File: config.mk
export PLATFORM = sky130hd
export DESIGN_NAME = sector_cache_lru_writeback
export DESIGN_NICKNAME = d
export VERILOG_FILES = /design/src/sv/sclw_pkg.sv /design/src/sv/sector_cache_lru_writeback.sv /design/src/sv/sclw_store.sv
export SDC_FILE = /design/constraint.sdc
export NUM_CORES = 1
export LEC_CHECK = 0
export BUFFER_PORTS_ARGS = -buffer_cell sky130_fd_sc_hd__buf_4
export CAP_MARGIN = 20
export CORE_MARGIN = 4
export CORE_UTILIZATION = 28
export CTS_CLUSTER_DIAMETER = 200
export CTS_CLUSTER_SIZE = 14
export DETAILED_ROUTE_END_ITERATION = 8
export SLEW_MARGIN = 40
export SYNTH_ARGS = -nofsm -noshare
export SYNTH_HDL_FRONTEND = slang
export SYNTH_SLANG_ARGS = --single-unit
File: constraint.sdc
create_clock -name i_clk -period 9.1 [get_ports i_clk]
set_input_delay 0.91 -clock i_clk [delete_from_list [all_inputs] [get_ports i_clk]]
set_output_delay 0.91 -clock i_clk [all_outputs]
set_load 0.01 [all_outputs]
File: src/sv/sclw_pkg.sv
// ----------------------------------------------------------------------------
// sclw_pkg
// Shared types and widths for the sector cache tag and replacement controller.
// ----------------------------------------------------------------------------
package sclw_pkg;

    localparam int SECTOR_W     = 10;
    localparam int STAMP_W      = 32;
    localparam int SLOT_FIELD_W = 3;

    typedef logic [SECTOR_W-1:0]     t_sector;
    typedef logic [STAMP_W-1:0]      t_stamp;
    typedef logic [SLOT_FIELD_W-1:0] t_slot_field;

    typedef struct packed {
        logic    en;
        logic    set_tag;
        logic    dirty;
        t_sector tag;
        t_stamp  stamp;
    } t_store_wr;

endpackage

File: src/sv/sector_cache_lru_writeback.sv
// ----------------------------------------------------------------------------
// sector_cache_lru_writeback
// Tag and replacement controller for a fully associative, write-back,
// write-allocate disk sector cache with least-recent-stamp replacement.
// ----------------------------------------------------------------------------
// Usage:
//   Request channel: i_in_valid / o_in_stall carries one word of mode,
//   sector number and time stamp. Result channel: o_out_valid / i_out_stall
//   carries hit, slot, write-back flag and victim sector.
//   Each request walks the slot store one slot per cycle through its single
//   read port; the same scan finds a hit, the first free slot and the oldest
//   stamp. o_in_stall is high while a request is in flight.
//   The result sits in an output register; a new request may be accepted
//   while it waits. If the receiver still stalls the previous result when
//   the next one is ready, the controller holds in its update step.
//   Reset (synchronous, active low) empties the cache: all slots invalid and
//   clean, no result pending. No clearing pass is needed.
// ----------------------------------------------------------------------------
module sector_cache_lru_writeback #(
    parameter int CACHE_SLOTS = 8
) (
    input  logic                   i_clk,
    input  logic                   i_rst_n,
    input  logic                   i_in_valid,
    output logic                   o_in_stall,
    input  logic                   i_mode,
    input  sclw_pkg::t_sector      i_sector_number,
    input  sclw_pkg::t_stamp       i_time_now,
    output logic                   o_out_valid,
    input  logic                   i_out_stall,
    output logic                   o_hit,
    output sclw_pkg::t_slot_field  o_slot,
    output logic                   o_writeback_needed,
    output sclw_pkg::t_sector      o_victim_sector
);
    import sclw_pkg::*;

    localparam int IW = $clog2(CACHE_SLOTS);
    localparam logic [IW-1:0] LAST_IDX = IW'(CACHE_SLOTS - 1);

    localparam logic [2:0] S_IDLE   = 3'd0;
    localparam logic [2:0] S_SCAN   = 3'd1;
    localparam logic [2:0] S_DRAIN  = 3'd2;
    localparam logic [2:0] S_UPDATE = 3'd3;

    logic [2:0]    r_state, n_state;
    logic [IW-1:0] r_rd_idx;
    logic [IW-1:0] r_cmp_idx;
    logic          r_cmp_en;

    logic          r_mode;
    t_sector       r_sector;
    t_stamp        r_now;

    logic          r_hit;
    logic [IW-1:0] r_hit_idx;
    logic          r_hit_dirty;
    logic          r_inv;
    logic [IW-1:0] r_inv_idx;
    logic          r_best_seen;
    logic [IW-1:0] r_best_idx;
    t_stamp        r_best_stamp;
    t_sector       r_best_tag;
    logic          r_best_dirty;

    logic          r_out_valid;
    logic          r_out_hit;
    t_slot_field   r_out_slot;
    logic          r_out_wb;
    t_sector       r_out_victim;

    t_sector       rd_tag;
    t_stamp        rd_stamp;
    logic          rd_valid;
    logic          rd_dirty;
    t_store_wr     wr;
    logic [IW-1:0] sel_idx;
    logic [IW+2:0] sel_ext;
    logic          wb;
    logic          accept;
    logic          out_free;

    sclw_store #(
        .SLOTS (CACHE_SLOTS)
    ) u_store (
        .i_clk      (i_clk),
        .i_rst_n    (i_rst_n),
        .i_rd_idx   (r_rd_idx),
        .o_rd_tag   (rd_tag),
        .o_rd_stamp (rd_stamp),
        .o_rd_valid (rd_valid),
        .o_rd_dirty (rd_dirty),
        .i_wr       (wr),
        .i_wr_idx   (sel_idx)
    );

    assign accept   = i_in_valid && (r_state == S_IDLE);
    assign out_free = !r_out_valid || !i_out_stall;
    assign sel_idx  = r_hit ? r_hit_idx : (r_inv ? r_inv_idx : r_best_idx);
    assign sel_ext  = {3'b000, sel_idx};
    assign wb       = !r_hit && !r_inv && r_best_dirty;

    always_comb begin
        wr         = '0;
        wr.en      = (r_state == S_UPDATE) && out_free;
        wr.set_tag = !r_hit;
        wr.dirty   = r_hit ? (r_hit_dirty | r_mode) : r_mode;
        wr.tag     = r_sector;
        wr.stamp   = r_now;
    end

    always_comb begin
        n_state = r_state;
        unique case (r_state)
            S_IDLE: begin
                if (accept) n_state = S_SCAN;
            end
            S_SCAN: begin
                if (r_rd_idx == LAST_IDX) n_state = S_DRAIN;
            end
            S_DRAIN: begin
                n_state = S_UPDATE;
            end
            S_UPDATE: begin
                if (out_free) n_state = S_IDLE;
            end
            default: n_state = S_IDLE;
        endcase
    end

    always_ff @(posedge i_clk) begin
        if (!i_rst_n) begin
            r_state     <= S_IDLE;
            r_rd_idx    <= '0;
            r_cmp_en    <= 1'b0;
            r_out_valid <= 1'b0;
        end else begin
            r_state  <= n_state;
            r_cmp_en <= (r_state == S_SCAN);
            if (accept) begin
                r_rd_idx <= '0;
            end else if (r_state == S_SCAN && r_rd_idx != LAST_IDX) begin
                r_rd_idx <= r_rd_idx + 1'b1;
            end
            if (r_state == S_UPDATE && out_free) begin
                r_out_valid <= 1'b1;
            end else if (!i_out_stall) begin
                r_out_valid <= 1'b0;
            end
        end
    end

    // scan accumulators and request/result payload
    always_ff @(posedge i_clk) begin
        r_cmp_idx <= r_rd_idx;
        if (accept) begin
            r_mode      <= i_mode;
            r_sector    <= i_sector_number;
            r_now       <= i_time_now;
            r_hit       <= 1'b0;
            r_inv       <= 1'b0;
            r_best_seen <= 1'b0;
        end else if (r_cmp_en) begin
            if (rd_valid && rd_tag == r_sector && !r_hit) begin
                r_hit       <= 1'b1;
                r_hit_idx   <= r_cmp_idx;
                r_hit_dirty <= rd_dirty;
            end
            if (!rd_valid && !r_inv) begin
                r_inv     <= 1'b1;
                r_inv_idx <= r_cmp_idx;
            end
            if (rd_valid && (!r_best_seen || rd_stamp < r_best_stamp)) begin
                r_best_seen  <= 1'b1;
                r_best_idx   <= r_cmp_idx;
                r_best_stamp <= rd_stamp;
                r_best_tag   <= rd_tag;
                r_best_dirty <= rd_dirty;
            end
        end
        if (r_state == S_UPDATE && out_free) begin
            r_out_hit    <= r_hit;
            r_out_slot   <= sel_ext[2:0];
            r_out_wb     <= wb;
            r_out_victim <= wb ? r_best_tag : '0;
        end
    end

    assign o_in_stall         = (r_state != S_IDLE);
    assign o_out_valid        = r_out_valid;
    assign o_hit              = r_out_hit;
    assign o_slot             = r_out_slot;
    assign o_writeback_needed = r_out_wb;
    assign o_victim_sector    = r_out_victim;

    a_hit_no_wb: assert property (@(posedge i_clk) disable iff (!i_rst_n)
        (o_out_valid && o_hit) |-> !o_writeback_needed)
        else $error("write-back reported on a hit");

    a_victim_zero: assert property (@(posedge i_clk) disable iff (!i_rst_n)
        (o_out_valid && !o_writeback_needed) |-> (o_victim_sector == '0))
        else $error("victim sector nonzero without write-back");

    a_accept_scan: assert property (@(posedge i_clk) disable iff (!i_rst_n)
        (i_in_valid && !o_in_stall) |=> (r_state == S_SCAN))
        else $error("accepted word did not start a scan");

    a_cmp_window: assert property (@(posedge i_clk) disable iff (!i_rst_n)
        r_cmp_en |-> (r_state == S_SCAN || r_state == S_DRAIN))
        else $error("compare outside scan window");

endmodule

File: src/sv/sclw_store.sv
// ----------------------------------------------------------------------------
// sclw_store
// Slot store: tag and stamp memories with one registered read port and one
// write port, plus valid and dirty bits in flops cleared by reset.
// ----------------------------------------------------------------------------
module sclw_store #(
    parameter int SLOTS = 8
) (
    input  logic                         i_clk,
    input  logic                         i_rst_n,
    input  logic [$clog2(SLOTS)-1:0]     i_rd_idx,
    output sclw_pkg::t_sector            o_rd_tag,
    output sclw_pkg::t_stamp             o_rd_stamp,
    output logic                         o_rd_valid,
    output logic                         o_rd_dirty,
    input  sclw_pkg::t_store_wr          i_wr,
    input  logic [$clog2(SLOTS)-1:0]     i_wr_idx
);
    import sclw_pkg::*;

    t_sector          r_tag_mem   [SLOTS];
    t_stamp           r_stamp_mem [SLOTS];
    logic [SLOTS-1:0] r_valid;
    logic [SLOTS-1:0] r_dirty;
    t_sector          r_rd_tag;
    t_stamp           r_rd_stamp;
    logic             r_rd_valid;
    logic             r_rd_dirty;

    always_ff @(posedge i_clk) begin
        if (i_wr.en) begin
            r_stamp_mem[i_wr_idx] <= i_wr.stamp;
            if (i_wr.set_tag) begin
                r_tag_mem[i_wr_idx] <= i_wr.tag;
            end
        end
        r_rd_tag   <= r_tag_mem[i_rd_idx];
        r_rd_stamp <= r_stamp_mem[i_rd_idx];
    end

    always_ff @(posedge i_clk) begin
        if (!i_rst_n) begin
            r_valid    <= '0;
            r_dirty    <= '0;
            r_rd_valid <= 1'b0;
            r_rd_dirty <= 1'b0;
        end else begin
            if (i_wr.en) begin
                r_dirty[i_wr_idx] <= i_wr.dirty;
                if (i_wr.set_tag) begin
                    r_valid[i_wr_idx] <= 1'b1;
                end
            end
            r_rd_valid <= r_valid[i_rd_idx];
            r_rd_dirty <= r_dirty[i_rd_idx];
        end
    end

    assign o_rd_tag   = r_rd_tag;
    assign o_rd_stamp = r_rd_stamp;
    assign o_rd_valid = r_rd_valid;
    assign o_rd_dirty = r_rd_dirty;

endmodule

**Word-level counts from Yosys, hierarchy flattened**

Memories as Yosys holds them, arrays and structs flattened. A register that Yosys moved wholly into a read port is not among the register bits.
Cells that the tools add are included.
Widths: inputs -> output; s select.

- Flip-flop bits (word level): 143
- Bits in latches: 0
- RAM bits: 336
- Memory bits (read-only): 0
- Input port bits: 47
- Output and inout port bits: 17
- Logic and storage cells: 98
- Memories: 2

Memory list:

| name | words | width | rd ports | clocked after memory_dff | wr ports | line | source |
|---|---|---|---|---|---|---|---|
| u_store.r_stamp_mem | 8 | 32 | 1 | 1 | 1 | sclw_store.sv:22 | `t_stamp r_stamp_mem [SLOTS];` |
| u_store.r_tag_mem | 8 | 10 | 1 | 1 | 1 | sclw_store.sv:21 | `t_sector r_tag_mem [SLOTS];` |

- Add/subtract/negate cells: 1
- Multiply operators: 0
- Div/mod/pow operators: 0
- $lt $le $gt $ge: 4
- Eq/ne operators: 10
- Shift-type cells: 0
- Muxes and demuxes: 21
- Bitwise operators: 5
- Reductions and logical operators: 29

Operators with widths:

| kind | count |
|---|---|
| $lt 32x32->1 | 1 |
| $mux 3 | 5 |
| $pmux 3 s4 | 1 |
| $reduce_and 3->1 | 4 |
| $mux 1 | 11 |
| $eq 10x10->1 | 1 |
| $logic_and 1x1->1 | 10 |
| $bwmux 8 | 1 |
| $lt 3x4->1 const B | 2 |
| $or 8x8->8 | 1 |
| $reduce_and 2->1 | 4 |
| $bmux 1 s3 | 2 |
| $eq 3x2->1 const B | 2 |
| $logic_not 1->1 | 6 |
| $ne 2x2->1 const B | 3 |
| $add 3x1->3 const B | 1 |
| $demux 1 s3 | 1 |
| $eq 3x1->1 const B | 1 |
| $eq 3x3->1 const B | 1 |
| $ge 3x1->1 const B | 1 |
| $logic_not 3->1 | 1 |
| $ne 3x3->1 const B | 1 |
| $not 1->1 | 3 |
| $reduce_bool 3->1 | 1 |
| 4 further kinds | 5 |

**Longest topological paths before layout**

Gate-level depths: netlist of run 1.

- Depth after elaboration: 7
- Depth in mapped cells: 8
- Mapped depth without buffers: 7

**Hierarchy**

A second synthesis of run 1 with hierarchy kept.

- Cells, all modules: 910
- Area total of the unflattened synthesis: 19422.4 um^2

By module, submodules not included:

| module | times used | cells each | area an instance (um^2) | seq. area each (um^2) |
|---|---|---|---|---|
| sclw_store | 1 | 598 | 14517.7 | 11290.8 |
| sector_cache_lru_writeback | 1 | 312 | 4904.7 | 3593.4 |

**Worst setup path before layout of run 1**

Ideal clock, no wire load.

- Kind: input to register
- From: input port i_in_valid
- To: register r_best_dirty, enable pin
- Setup time: 0.465 ns
- Arrival: 3.658 ns
- Path slack: 4.977 ns
- Cell stages on the path: 5
- Buffers on the path: 0
- Cell sequence: nand2_1 and3_1 o211a_1 o211ai_1 a21oi_1

- Longest elaborated chain between the ends: 3

Ends and longest elaborated chain:

| what | line | source |
|---|---|---|
| start: declaration | sector_cache_lru_writeback.sv:24 | `input logic i_in_valid,` |
| $logic_and 1x1->1 | sector_cache_lru_writeback.sv:97 | `assign accept = i_in_valid && (r_state == S_IDLE);` |
| $not 1->1 (no line) | - |  |
| $reduce_and 3->1 (no line) | - |  |
| end signal: assignment | sector_cache_lru_writeback.sv:178 | `r_best_dirty <= rd_dirty;` |
| end: declaration | sector_cache_lru_writeback.sv:64 | `logic r_best_dirty;` |

Every way passes these cells.
A chain may end at the register's enable or synchronous reset.

**Worst setup path in the final report of run 1**

- From: register r_inv
- To: memory u_store.r_stamp_mem[1][17] in the netlist's numbering, enable pin

- Longest elaborated chain between the ends: 2

Ends and longest elaborated chain:

| what | line | source |
|---|---|---|
| start: declaration | sector_cache_lru_writeback.sv:58 | `logic r_inv;` |
| start signal: assignment | sector_cache_lru_writeback.sv:161 | `r_inv <= 1'b0;` |
| start signal: assignment | sector_cache_lru_writeback.sv:170 | `r_inv <= 1'b1;` |
| $mux 3 (2 in a row) | sector_cache_lru_writeback.sv:99 | `assign sel_idx = r_hit ? r_hit_idx : (r_inv ? r_inv_idx : r_best_idx);` |
| net sel_idx[1] | sector_cache_lru_writeback.sv:77 | `logic [IW-1:0] sel_idx;` |
| end: declaration | sclw_store.sv:22 |  |

The timed path passes the listed nets, and every way through them passes these cells.

==> flow_metrics.env, run 1 <==
export IMPL_achievable_frequency_mhz=330
export IMPL_yosysWarnings=0
export IMPL_seqPwrFrac_pct=56.8
export IMPL_final_setup_skew_ps=13.4
export IMPL_drtIter0Drc=728
export IMPL_cellInternalPower_mw=4.03
export IMPL_crit_path_max_incr_delay_ps=630
export IMPL_grt_antenna_before_repair=1
export IMPL_post_route_worst_setup_slack_ps=6070
export IMPL_number_of_resized_instances_in_the_post_cts_repair_step=0
export IMPL_final_period_utilization_pct=33.3
export IMPL_num_fill_cells=6309
export IMPL_drive_above_1_share_pct=27.7
export IMPL_clock_sinks=520
export IMPL_hold_end="r_best_stamp[0]$_DFFE_PP_"
export IMPL_hold_path_depth=0
export IMPL_root_buffer="sky130_fd_sc_hd__clkbuf_16"
export IMPL_postSynthNetCount=1006
export IMPL_worst_ir_drop_vdd_v=0.000131
export IMPL_synth_seq_area_share_pct=77.4
export IMPL_final_min_clock_period_ps=3030
export IMPL_synth_enable_flop_cells=447
export IMPL_cts_post_setup_buffers_inserted=0
export IMPL_grt_ovfl_total=0
export IMPL_total_leakage_power_nw=7.15
export IMPL_worst_path_cell_chain="mux2i_1 -> o21a_1 -> inv_2 -> or3_4 -> inv_1 -> buf_4"
export IMPL_antenna_left=0
export IMPL_cts_tree="built"
export IMPL_rows=95
export IMPL_grt_start_max_net_pins=64
export IMPL_first_pass_iters=4
export IMPL_worst_path_buf_inv=3
export IMPL_min_from="u_store.o_rd_stamp[0]$_DFF_P_"
export IMPL_buffers_from_clock_root_to_sink_at_most=3
export IMPL_syn_area_mm2=0.0192
export IMPL_p_sw_mw=1.26
export IMPL_wl_per_cell_um=19.0
export IMPL_syn_area_per_cell_um2=20.8
export IMPL_setup_worst_path_class="flip-flop to flip-flop"
export IMPL_ios=64
export IMPL_power_combinational_fraction_pct=10.3
export IMPL_htree_levels=2
export IMPL_worst_r2r_path_depth=6
export IMPL_die_y_um=270
export IMPL_via_count=8450
export IMPL_p_clk_share_pct=32.9
export IMPL_fin_nets=1102
export IMPL_regToRegSetupSlack_ps=6070
export IMPL_hold_violations=0
export IMPL_syn_instance_count=922
export IMPL_crit_path_start_kind="flip-flop"
export IMPL_fp_dieArea_mm2=0.0729
export IMPL_dpl_hpwl_um=21600
export IMPL_first_global_vias=9177
export IMPL_power_mw=5.29
export IMPL_holdCritPathClass="flip-flop to flip-flop"
export IMPL_worst_r2r_startpoint="r_inv$_SDFFE_PP0P_"
export IMPL_tightest_slew_ps=832
export IMPL_areaGrowthSynthToFinish_pct=15.6
export IMPL_detail_route_vias_per_cell=4.39
export IMPL_critical_path_required_ps=9310
export IMPL_pwr_density_cell_mw_per_mm2=238
export IMPL_place_worst_setup_slack_ps=5810
export IMPL_synth_cell_type_count=44
export IMPL_io_buffers=63
export IMPL_placedInstanceArea_mm2=0.0209
export IMPL_post_cts_hold_buffer_count=0
export IMPL_timing_max_transition_violations_final=0
export IMPL_cp_max_fo=32
export IMPL_grt_first_pass_wirelength_um=56700
export IMPL_setup_viol=0
export IMPL_gp_congestion=0.705
export IMPL_skew_pair_late_insertion_delay_ps=570
export IMPL_ys_dominant_reg_cell="sky130_fd_sc_hd__edfxtp_1"
export IMPL_synth_seq_cells=520
export IMPL_max_cap_viol_count=0
export IMPL_arrival_ps=3240
export IMPL_crit_path_leading_delay_family="buffers and inverters"
export IMPL_switching_share_pct=23.8
export IMPL_relSlewSlack_pct=44.5
export IMPL_fin_area_mm2=0.0222
export IMPL_outcome="complete, no violations"
export IMPL_die_width_um=270
export IMPL_ys_async_sr_fraction_pct=0
export IMPL_tritoncts_num_buffers=43
export IMPL_clock_pin_transition_on_the_worst_setup_and_hold_timing_paths_ps=70
export IMPL_cp_end_kind="flip-flop"
export IMPL_sum_of_negative_setup_slack_ps=0
export IMPL_crit_slowest_cell="sky130_fd_sc_hd__o21a_1"
export IMPL_route_final_wire_length_um=36700
export IMPL_setup_repair_after_global_routing_missed_its_margin="false"
export IMPL_remaining_drc_errors=0
export IMPL_fin_worst_hold_slack_ps=426
export IMPL_grtUsageTotal_pct=10.1
export IMPL_initial_util_pct=28.4
export IMPL_crit_reg2reg_capture="u_store.r_stamp_mem[1][17]$_DFFE_PP_"
export IMPL_core_area_mm2=0.0676
-- cells in the mapped netlist (5+ instances only) --
master,number,area [µm²]
sky130_fd_sc_hd__mux2i_1,16,160
sky130_fd_sc_hd__xor2_1,6,52.6
sky130_fd_sc_hd__nor4_1,10,62.6
sky130_fd_sc_hd__mux4_2,88,1980
sky130_fd_sc_hd__xnor2_1,5,43.8
sky130_fd_sc_hd__clkbuf_1,18,67.6
sky130_fd_sc_hd__nor2b_1,14,87.6
sky130_fd_sc_hd__dfxtp_1,73,1460
sky130_fd_sc_hd__a21oi_1,15,75.1
sky130_fd_sc_hd__nor2_1,9,33.8
sky130_fd_sc_hd__and2_1,11,68.8
sky130_fd_sc_hd__inv_1,37,139
sky130_fd_sc_hd__o21a_1,12,90.1
sky130_fd_sc_hd__edfxtp_1,447,13400
sky130_fd_sc_hd__nand2_1,19,71.3
sky130_fd_sc_hd__mux2_2,43,484
sky130_fd_sc_hd__buf_2,10,50.1
sky130_fd_sc_hd__ha_1,37,463
sky130_fd_sc_hd__nor3_2,7,70.1
-- through the flow --
step | util [%] | instances
2_1_floorplan | - | 922
3_3_place_gp | 30.9 | 1845
3_5_place_dp | 30.9 | 1845
4_1_cts | 32.8 | 1923
5_1_grt | 32.8 | 1924
6_report | 32.8 | 1925
-- layout make-up --
| class | instances | area, µm² | share of cell area, % |
|---|---|---|---|
| flip-flops and latches | 520 | 14900 | 67.0 |
| multi-input cells | 329 | 4150 | 18.7 |
| clock buffers | 76 | 1240 | 5.59 |
| well taps | 873 | 1090 | 4.92 |
| repair buffers | 85 | 646 | 2.91 |
| inverters | 39 | 149 | 0.670 |
| clock inverters | 2 | 36.3 | 0.163 |
| diodes | 1 | 2.50 | 0.0113 |
-- sequential cells by signal, summed over array words and instances, names as in the netlist, 8 cells and up --
register	flops
r_now	32
r_sector	10
u_store.r_dirty	8
u_store.r_stamp_mem	256
u_store.o_rd_stamp	32
u_store.r_tag_mem	80
r_best_tag	10
u_store.o_rd_tag	10
r_best_stamp	32
o_victim_sector	10
u_store.r_valid	8
-- how the worst max path moves through the flow --
stage,startpoint,to,slack (ps),cells after the start
after floorplan,i_in_valid,r_best_dirty$_DFFE_PP_,4980,5
after global placement,i_out_stall,u_store.r_tag_mem[7][1]$_DFFE_PP_,5730,5
after detailed placement,i_out_stall,u_store.r_stamp_mem[1][16]$_DFFE_PP_,5810,7
after CTS,r_inv$_SDFFE_PP0P_,u_store.r_stamp_mem[1][14]$_DFFE_PP_,6070,6
after global routing,r_best_stamp[1]$_DFFE_PP_,r_best_tag[9]$_DFFE_PP_,5910,7
final,r_inv$_SDFFE_PP0P_,u_store.r_stamp_mem[1][17]$_DFFE_PP_,6070,6
-- power groups by stage --
stage	combinational (mW)	sequential, mW	clock (mW)
2_1_floorplan	0.426	2.96	0
3_3_place_gp	0.545	3.05	0
3_5_place_dp	0.555	3.06	0
4_1_cts	0.557	3.01	1.81
5_1_grt	0.604	3.03	1.91
6_report	0.543	3.00	1.74
-- layer usage --
metal	vias to the layer above	global-route usage (%)	wire, µm
met5	-	0	13
met4	2	2.66	711
met3	50	2.03	1580
met2	151	16.3	17500
met1	4384	14.0	16800
li1	3863	-	-
-- kinds of logic after synthesis --
| kind of cell | count (synthesis) | synth area share, % |
|---|---|---|
| XOR/XNOR | 11 | 0.501 |
| AND/OR/NAND/NOR | 88 | 2.67 |
| AO/OA/AOI/OAI | 46 | 1.67 |
| buffers and inverters | 73 | 1.66 |
| flip-flops | 520 | 77.4 |
| multiplexers | 147 | 13.7 |
| adder cells (fa/ha/maj) | 37 | 2.41 |
-- cells in the final DEF (no fill, tap or decap), drive strengths merged, types with 4 or more instances in the layout --
| master | instances |
|---|---|
| o21ai | 4 |
| xnor2 | 5 |
| a21o | 4 |
| nor3 | 9 |
| dfxtp | 73 |
| buf | 85 |
| nor2 | 10 |
| and2 | 11 |
| a21oi | 15 |
| mux2 | 43 |
| ha | 37 |
| mux4 | 88 |
| o211ai | 4 |
| nor4 | 10 |
| nand2 | 19 |
| mux2i | 16 |
| edfxtp | 447 |
| xor2 | 6 |
| nor2b | 14 |
| clkbuf | 76 |
| inv | 40 |
| o21a | 12 |
(Power assumes the default switching activity.)
==> run 2: changes to the inputs <==
==> constraint.sdc (replaced) <==
create_clock -name i_clk -period 2.85 [get_ports i_clk]
set_input_delay 0.285 -clock i_clk [delete_from_list [all_inputs] [get_ports i_clk]]
set_output_delay 0.285 -clock i_clk [all_outputs]
set_load 0.01 [all_outputs]
==> run 2 against run 1 <==
Against the previous run: final cell count up 3.0%; die area unchanged; worst hold slack worse by 350 ps; register-to-register slack worse by 5600 ps; combinational power rose to 3.5 times the previous value; largest cell class unchanged.
==> flow_metrics.env, run 2 (synthesized netlist as in run 1, its figures left out) <==
export IMPL_grt_ovfl_total=0
export IMPL_arrival_ps=2600
export IMPL_wl_per_cell_um=18.9
export IMPL_met2_length_um=18100
export IMPL_placedInstanceArea_mm2=0.0211
export IMPL_grt_first_pass_wirelength_um=56700
export IMPL_ios=64
export IMPL_antenna_left=0
export IMPL_layout_common_cells="sky130_fd_sc_hd__edfxtp_1 (447), sky130_fd_sc_hd__buf_4 (90), sky130_fd_sc_hd__mux4_2 (88), sky130_fd_sc_hd__dfxtp_1 (70), sky130_fd_sc_hd__dlygate4sd3_1 (44)"
export IMPL_reg_top3="u_store.r_stamp_mem x256, u_store.r_tag_mem x80"
export IMPL_startpoint="r_state[0]$_SDFFE_PN0P_"
export IMPL_max_cap_viol_count=0
export IMPL_largest_register="u_store.r_stamp_mem"
export IMPL_final_seq_area_mm2=0.0149
export IMPL_grt_start_max_net_pins=47
export IMPL_first_pass_iters=4
export IMPL_grt_antenna_before_repair=1
export IMPL_relSlewSlack_pct=50.4
export IMPL_die_width_um=270
export IMPL_tritoncts_num_buffers=43
export IMPL_detail_route_vias_per_cell=4.36
export IMPL_htree_levels=2
export IMPL_via_count=8636
export IMPL_drive_above_1_share_pct=27.4
export IMPL_critical_path_required_ps=3070
export IMPL_regToRegSetupSlack_ps=470
export IMPL_drtIter0Drc=568
export IMPL_root_buffer="sky130_fd_sc_hd__clkbuf_16"
export IMPL_setup_viol=0
export IMPL_rows=95
export IMPL_cp_max_fo=30
export IMPL_multi_input_area_mm2=0.00413
export IMPL_areaGrowthSynthToFinish_pct=18.7
export IMPL_core_area_mm2=0.0676
export IMPL_num_fill_cells=6263
export IMPL_worst_r2r_startpoint="r_state[0]$_SDFFE_PN0P_"
export IMPL_gp_congestion=0.699
export IMPL_place_worst_setup_slack_ps=439
export IMPL_die_y_um=270
export IMPL_cp_end_kind="flip-flop"
export IMPL_top_layer_used="met5"
export IMPL_achievable_frequency_mhz=420
export IMPL_total_leakage_power_nw=7.41
export IMPL_fin_worst_hold_slack_ps=77.9
export IMPL_crit_path_max_incr_delay_ps=410
export IMPL_number_of_resized_instances_in_the_post_cts_repair_step=0
export IMPL_fin_nets=1160
export IMPL_holdCritPathClass="input pin to flip-flop"
export IMPL_outcome="complete, no violations"
export IMPL_antenna_diode_count=0
export IMPL_initial_util_pct=28.4
export IMPL_met3_wirelength_um=1210
export IMPL_setup_repair_after_global_routing_missed_its_margin="false"
export IMPL_pwr_density_cell_mw_per_mm2=740
export IMPL_final_common_cell="sky130_fd_sc_hd__edfxtp_1"
export IMPL_grtUsageTotal_pct=10.1
export IMPL_setup_worst_path_class="flip-flop to flip-flop"
export IMPL_remaining_drc_errors=0
export IMPL_route_final_wire_length_um=37400
export IMPL_crit_slowest_cell="sky130_fd_sc_hd__buf_4"
export IMPL_buffers_from_clock_root_to_sink_at_most=3
export IMPL_clock_sinks=520
export IMPL_tightest_slew_ps=742
export IMPL_clock_pin_transition_on_the_worst_setup_and_hold_timing_paths_ps=60
export IMPL_post_route_worst_setup_slack_ps=466
export IMPL_sum_of_negative_setup_slack_ps=0
export IMPL_cts_tree="built"
export IMPL_final_min_clock_period_ps=2380
export IMPL_fin_area_mm2=0.0228
export IMPL_worst_ir_drop_vdd_v=0.000447
export IMPL_io_buffers=63
export IMPL_length_of_routed_wiring_on_met1_um=17200
export IMPL_first_global_vias=9178
export IMPL_fp_dieArea_mm2=0.0729
export IMPL_crit_path_start_kind="flip-flop"
export IMPL_timing_max_transition_violations_final=0
export IMPL_skew_pair_late_insertion_delay_ps=590
export IMPL_final_period_utilization_pct=83.6
export IMPL_final_setup_skew_ps=39.4
export IMPL_largest_register_ff_count=256
export IMPL_final_standard_cell_utilization_of_the_core_pct=33.7
export IMPL_hold_violations=0
export IMPL_worst_path_cell_chain="inv_1 -> ha_1 -> nand2_1 -> and3_1 -> o211a_1 -> o211ai_1 -> a21oi_4 -> buf_4"
export IMPL_min_from="i_rst_n"
export IMPL_dpl_hpwl_um=21300
==> run 2: cell count changes in the layout (fill, tap and decap cells not counted), moves of 2 or more <==
cell and change:
sky130_fd_sc_hd__dlygate4sd3_1 +44, sky130_fd_sc_hd__buf_12 +8, sky130_fd_sc_hd__buf_4 +7, sky130_fd_sc_hd__clkbuf_16 -2, sky130_fd_sc_hd__nor4_4 -2
==> run 2: cell type report <==
| class | count | area share, % |
|---|---|---|
| clock buffers | 75 | 5.24 |
| clock inverters | 4 | 0.313 |
| repair buffers | 143 | 5.64 |
| inverters | 39 | 0.669 |
| multi-input cells | 329 | 18.1 |
| well taps | 873 | 4.79 |
| flip-flops and latches | 520 | 65.3 |
==> run 2: final timing paths <==
| check | cells after the start | to |
|---|---|---|
| min | 2 | u_store.r_valid[5]$_SDFFE_PN0P_ |
| max | 8 | r_best_tag[6]$_DFFE_PP_ |
| min reg2reg | 0 | r_best_stamp[19]$_DFFE_PP_ |
| max reg2reg | 8 | r_best_tag[6]$_DFFE_PP_ |
==> run 2: what timing repair did <==
| action | in CTS | in global routing |
|---|---|---|
| hold buffers | 44 | 0 |
| hold endpoints to repair | 44 | 0 |
| buffers inserted | 0 | 0 |
| endpoints found under the setup margin | 0 | 0 |
==> run 2: critical path, delay by kind of cell (launching register included) <==
kind	cells	cell delay, ps
AOI/OAI and AO/OA	3	440
buffers and inverters	2	500
DFF	1	390
and+or+nand+nor	2	440
adders and majority gates	1	230
==> run 2: routing by layer <==
layer / track usage [%] / vias to the layer above
li1: - / 3977
met5: 0 / -
met1: 13.8 / 4473
met2: 16.6 / 126
met3: 1.77 / 58
met4: 3.03 / 2
==> run 2: power breakdown <==
part / switching (mW) / internal, mW
combinational: 0.941 / 0.968
sequential: 0.455 / 9.03
clock: 2.61 / 2.88
==> run 2: through the flow <==
stage / instances / power (mW)
5_1_grt: 1983 / 17.6
4_1_cts: 1983 / 17.1
3_3_place_gp: 1860 / 11.5
2_1_floorplan: 922 / 10.8
6_report: 1983 / 16.9
3_5_place_dp: 1860 / 11.6
==> run 3: changes to the inputs <==
==> constraint.sdc (replaced) <==
create_clock -name i_clk -period 2.29 [get_ports i_clk]
set_input_delay 0.229 -clock i_clk [delete_from_list [all_inputs] [get_ports i_clk]]
set_output_delay 0.229 -clock i_clk [all_outputs]
set_load 0.01 [all_outputs]
==> run 3 against run 2 <==
Against the previous run: worst setup slack lost 270 ps; wire length grew 1.1%; final area grew 1.8%; highest routed layer is now met4; sequential cell count is the same; clock skew shrank 16 ps; global-route usage grew 0.096 points; clock power grew 26%; via count grew 1.8%; clock-buffer cell count grew 2; first-iteration DRC count shrank 13%; total power grew 26%; critical path type unchanged; non-clock buffer count grew 19.
==> flow_metrics.env, run 3 (synthesized netlist as in run 1, its figures left out) <==
export IMPL_remaining_drc_errors=0
export IMPL_wl_per_cell_um=18.9
export IMPL_holdCritPathClass="input pin to flip-flop"
export IMPL_die_width_um=270
export IMPL_relSlewSlack_pct=61.7
export IMPL_clock_sinks=520
export IMPL_grt_ovfl_total=0
export IMPL_dpl_hpwl_um=23100
export IMPL_htree_levels=2
export IMPL_gp_congestion=0.731
export IMPL_arrival_ps=2540
export IMPL_final_common_cell="sky130_fd_sc_hd__edfxtp_1"
export IMPL_cp_max_fo=18
export IMPL_achievable_frequency_mhz=477
export IMPL_critical_path_required_ps=2730
export IMPL_crit_path_max_incr_delay_ps=380
export IMPL_fin_nets=1179
export IMPL_final_min_clock_period_ps=2090
export IMPL_layout_common_cells="sky130_fd_sc_hd__edfxtp_1 (447), sky130_fd_sc_hd__buf_4 (95), sky130_fd_sc_hd__mux4_2 (88), sky130_fd_sc_hd__dfxtp_1 (68)"
export IMPL_final_setup_skew_ps=23.8
export IMPL_ios=64
export IMPL_antenna_diode_count=0
export IMPL_grtUsageTotal_pct=10.2
export IMPL_largest_register_ff_count=256
export IMPL_final_period_utilization_pct=91.5
export IMPL_total_leakage_power_nw=7.56
export IMPL_crit_slowest_cell="sky130_fd_sc_hd__dfxtp_2"
export IMPL_grt_first_pass_wirelength_um=57500
export IMPL_tritoncts_num_buffers=43
export IMPL_hold_violations=0
export IMPL_power_mw=21.3
export IMPL_setup_viol=0
export IMPL_worst_path_cell_chain="ha_4 -> a21boi_4 -> o211ai_4 -> buf_4 -> nor3_4 -> buf_12 -> mux2i_1 -> nor2b_1"
export IMPL_route_final_wire_length_um=37900
export IMPL_drtIter0Drc=492
export IMPL_max_cap_viol_count=0
export IMPL_drive_above_1_share_pct=29.1
export IMPL_worst_ir_drop_vdd_v=0.000534
export IMPL_largest_register="u_store.r_stamp_mem"
export IMPL_cts_tree="built"
export IMPL_clock_pin_transition_on_the_worst_setup_and_hold_timing_paths_ps=70
export IMPL_core_area_mm2=0.0676
export IMPL_areaGrowthSynthToFinish_pct=20.8
export IMPL_final_standard_cell_utilization_of_the_core_pct=34.3
export IMPL_crit_path_start_kind="flip-flop"
export IMPL_fp_dieArea_mm2=0.0729
export IMPL_pwr_density_cell_mw_per_mm2=919
export IMPL_grt_antenna_before_repair=0
export IMPL_cp_end_kind="flip-flop"
export IMPL_via_count=8789
export IMPL_buffers_from_clock_root_to_sink_at_most=3
export IMPL_tightest_slew_ps=572
export IMPL_detail_route_vias_per_cell=4.39
export IMPL_io_buffers=63
export IMPL_placedInstanceArea_mm2=0.0215
export IMPL_skew_pair_late_insertion_delay_ps=560
export IMPL_setup_worst_path_class="flip-flop to flip-flop"
export IMPL_timing_max_transition_violations_final=0
export IMPL_reg_top3="u_store.r_stamp_mem x256, u_store.r_tag_mem x80"
export IMPL_die_y_um=270
export IMPL_first_pass_iters=5
export IMPL_antenna_left=0
export IMPL_grt_start_max_net_pins=38
export IMPL_initial_util_pct=28.4
export IMPL_rows=95
export IMPL_num_fill_cells=6255
export IMPL_outcome="complete, no violations"
export IMPL_fin_area_mm2=0.0232
export IMPL_setup_repair_after_global_routing_missed_its_margin="false"
export IMPL_root_buffer="sky130_fd_sc_hd__clkbuf_16"
export IMPL_first_global_vias=9263
==> run 3: cell count changes in the layout (fill, tap and decap cells not counted), sizes merged <==
cell | before | now
clkinv | 3 | 1
dlygate4sd3 | 44 | 45
buf | 99 | 117
clkbuf | 75 | 77
==> run 3: power by group <==
group / switching (mW) / internal (mW) / total, mW
registers: 0.569 / 11.2 / 11.8
clock network: 3.20 / 3.70 / 6.90
logic: 1.28 / 1.34 / 2.62
==> run 3: path summary, 6_finish.rpt <==
check	start	to	slack, ps	cells after the start
setup / recovery	r_state[0]$_SDFFE_PN0P_	u_store.r_dirty[5]$_SDFFE_PN0P_	200	8
hold / removal	i_in_valid	r_hit$_SDFFE_PP0P_	160	4
hold reg to reg	u_store.o_rd_dirty$_SDFF_PN0_	r_hit_dirty$_DFFE_PP_	430	0
setup reg to reg	r_state[0]$_SDFFE_PN0P_	u_store.r_dirty[5]$_SDFFE_PN0P_	200	8
==> run 3: area by class of cell <==
cell class	count	area, µm²	share of cell area [%]
multi-input cells	329	4200	18.1
well taps	873	1090	4.70
repair buffers	162	1600	6.91
clock buffers	77	1250	5.37
flip-flops and latches	520	14900	64.1
inverters	39	153	0.657
clock inverters	2	36.3	0.156
==> run 3: metal layers <==
metal	GRT usage, %	part of all wire [%]	up-vias
met3	1.87	4.0	56
li1	-	-	4022
met5	0	0	-
met1	13.8	45	4558
met4	2.63	2.1	0
met2	17.1	49	153
==> run 3: worst max-delay path, delay by kind of cell, from the launching register on <==
family / cells / cell delay [ps]
AOI/OAI and AO/OA: 2 / 400
adders and majority gates: 1 / 150
buffers and inverters: 2 / 440
DFF: 1 / 380
muxes: 1 / 220
and+or+nand+nor: 2 / 370
==> run 3: what timing repair did <==
item,in CTS,in global routing
hold buffers,45,0
hold endpoints to repair,51,0
endpoints found under the setup margin,0,46
resized for setup,0,1
setup buffers,0,0
==> run 3: metrics by stage <==
step / worst slack, ps / setup TNS, ps / hold WS [ps] / std cells
4_1_cts: 138 / 0 / 108 / 2002
2_1_floorplan: -310 / -69580 / 328 / 922
3_5_place_dp: 146 / 0 / 408 / 1878
5_1_grt: 45.3 / 0 / 146 / 2002
6_report: 195 / 0 / 158 / 2002
3_3_place_gp: 214 / 0 / 409 / 1878
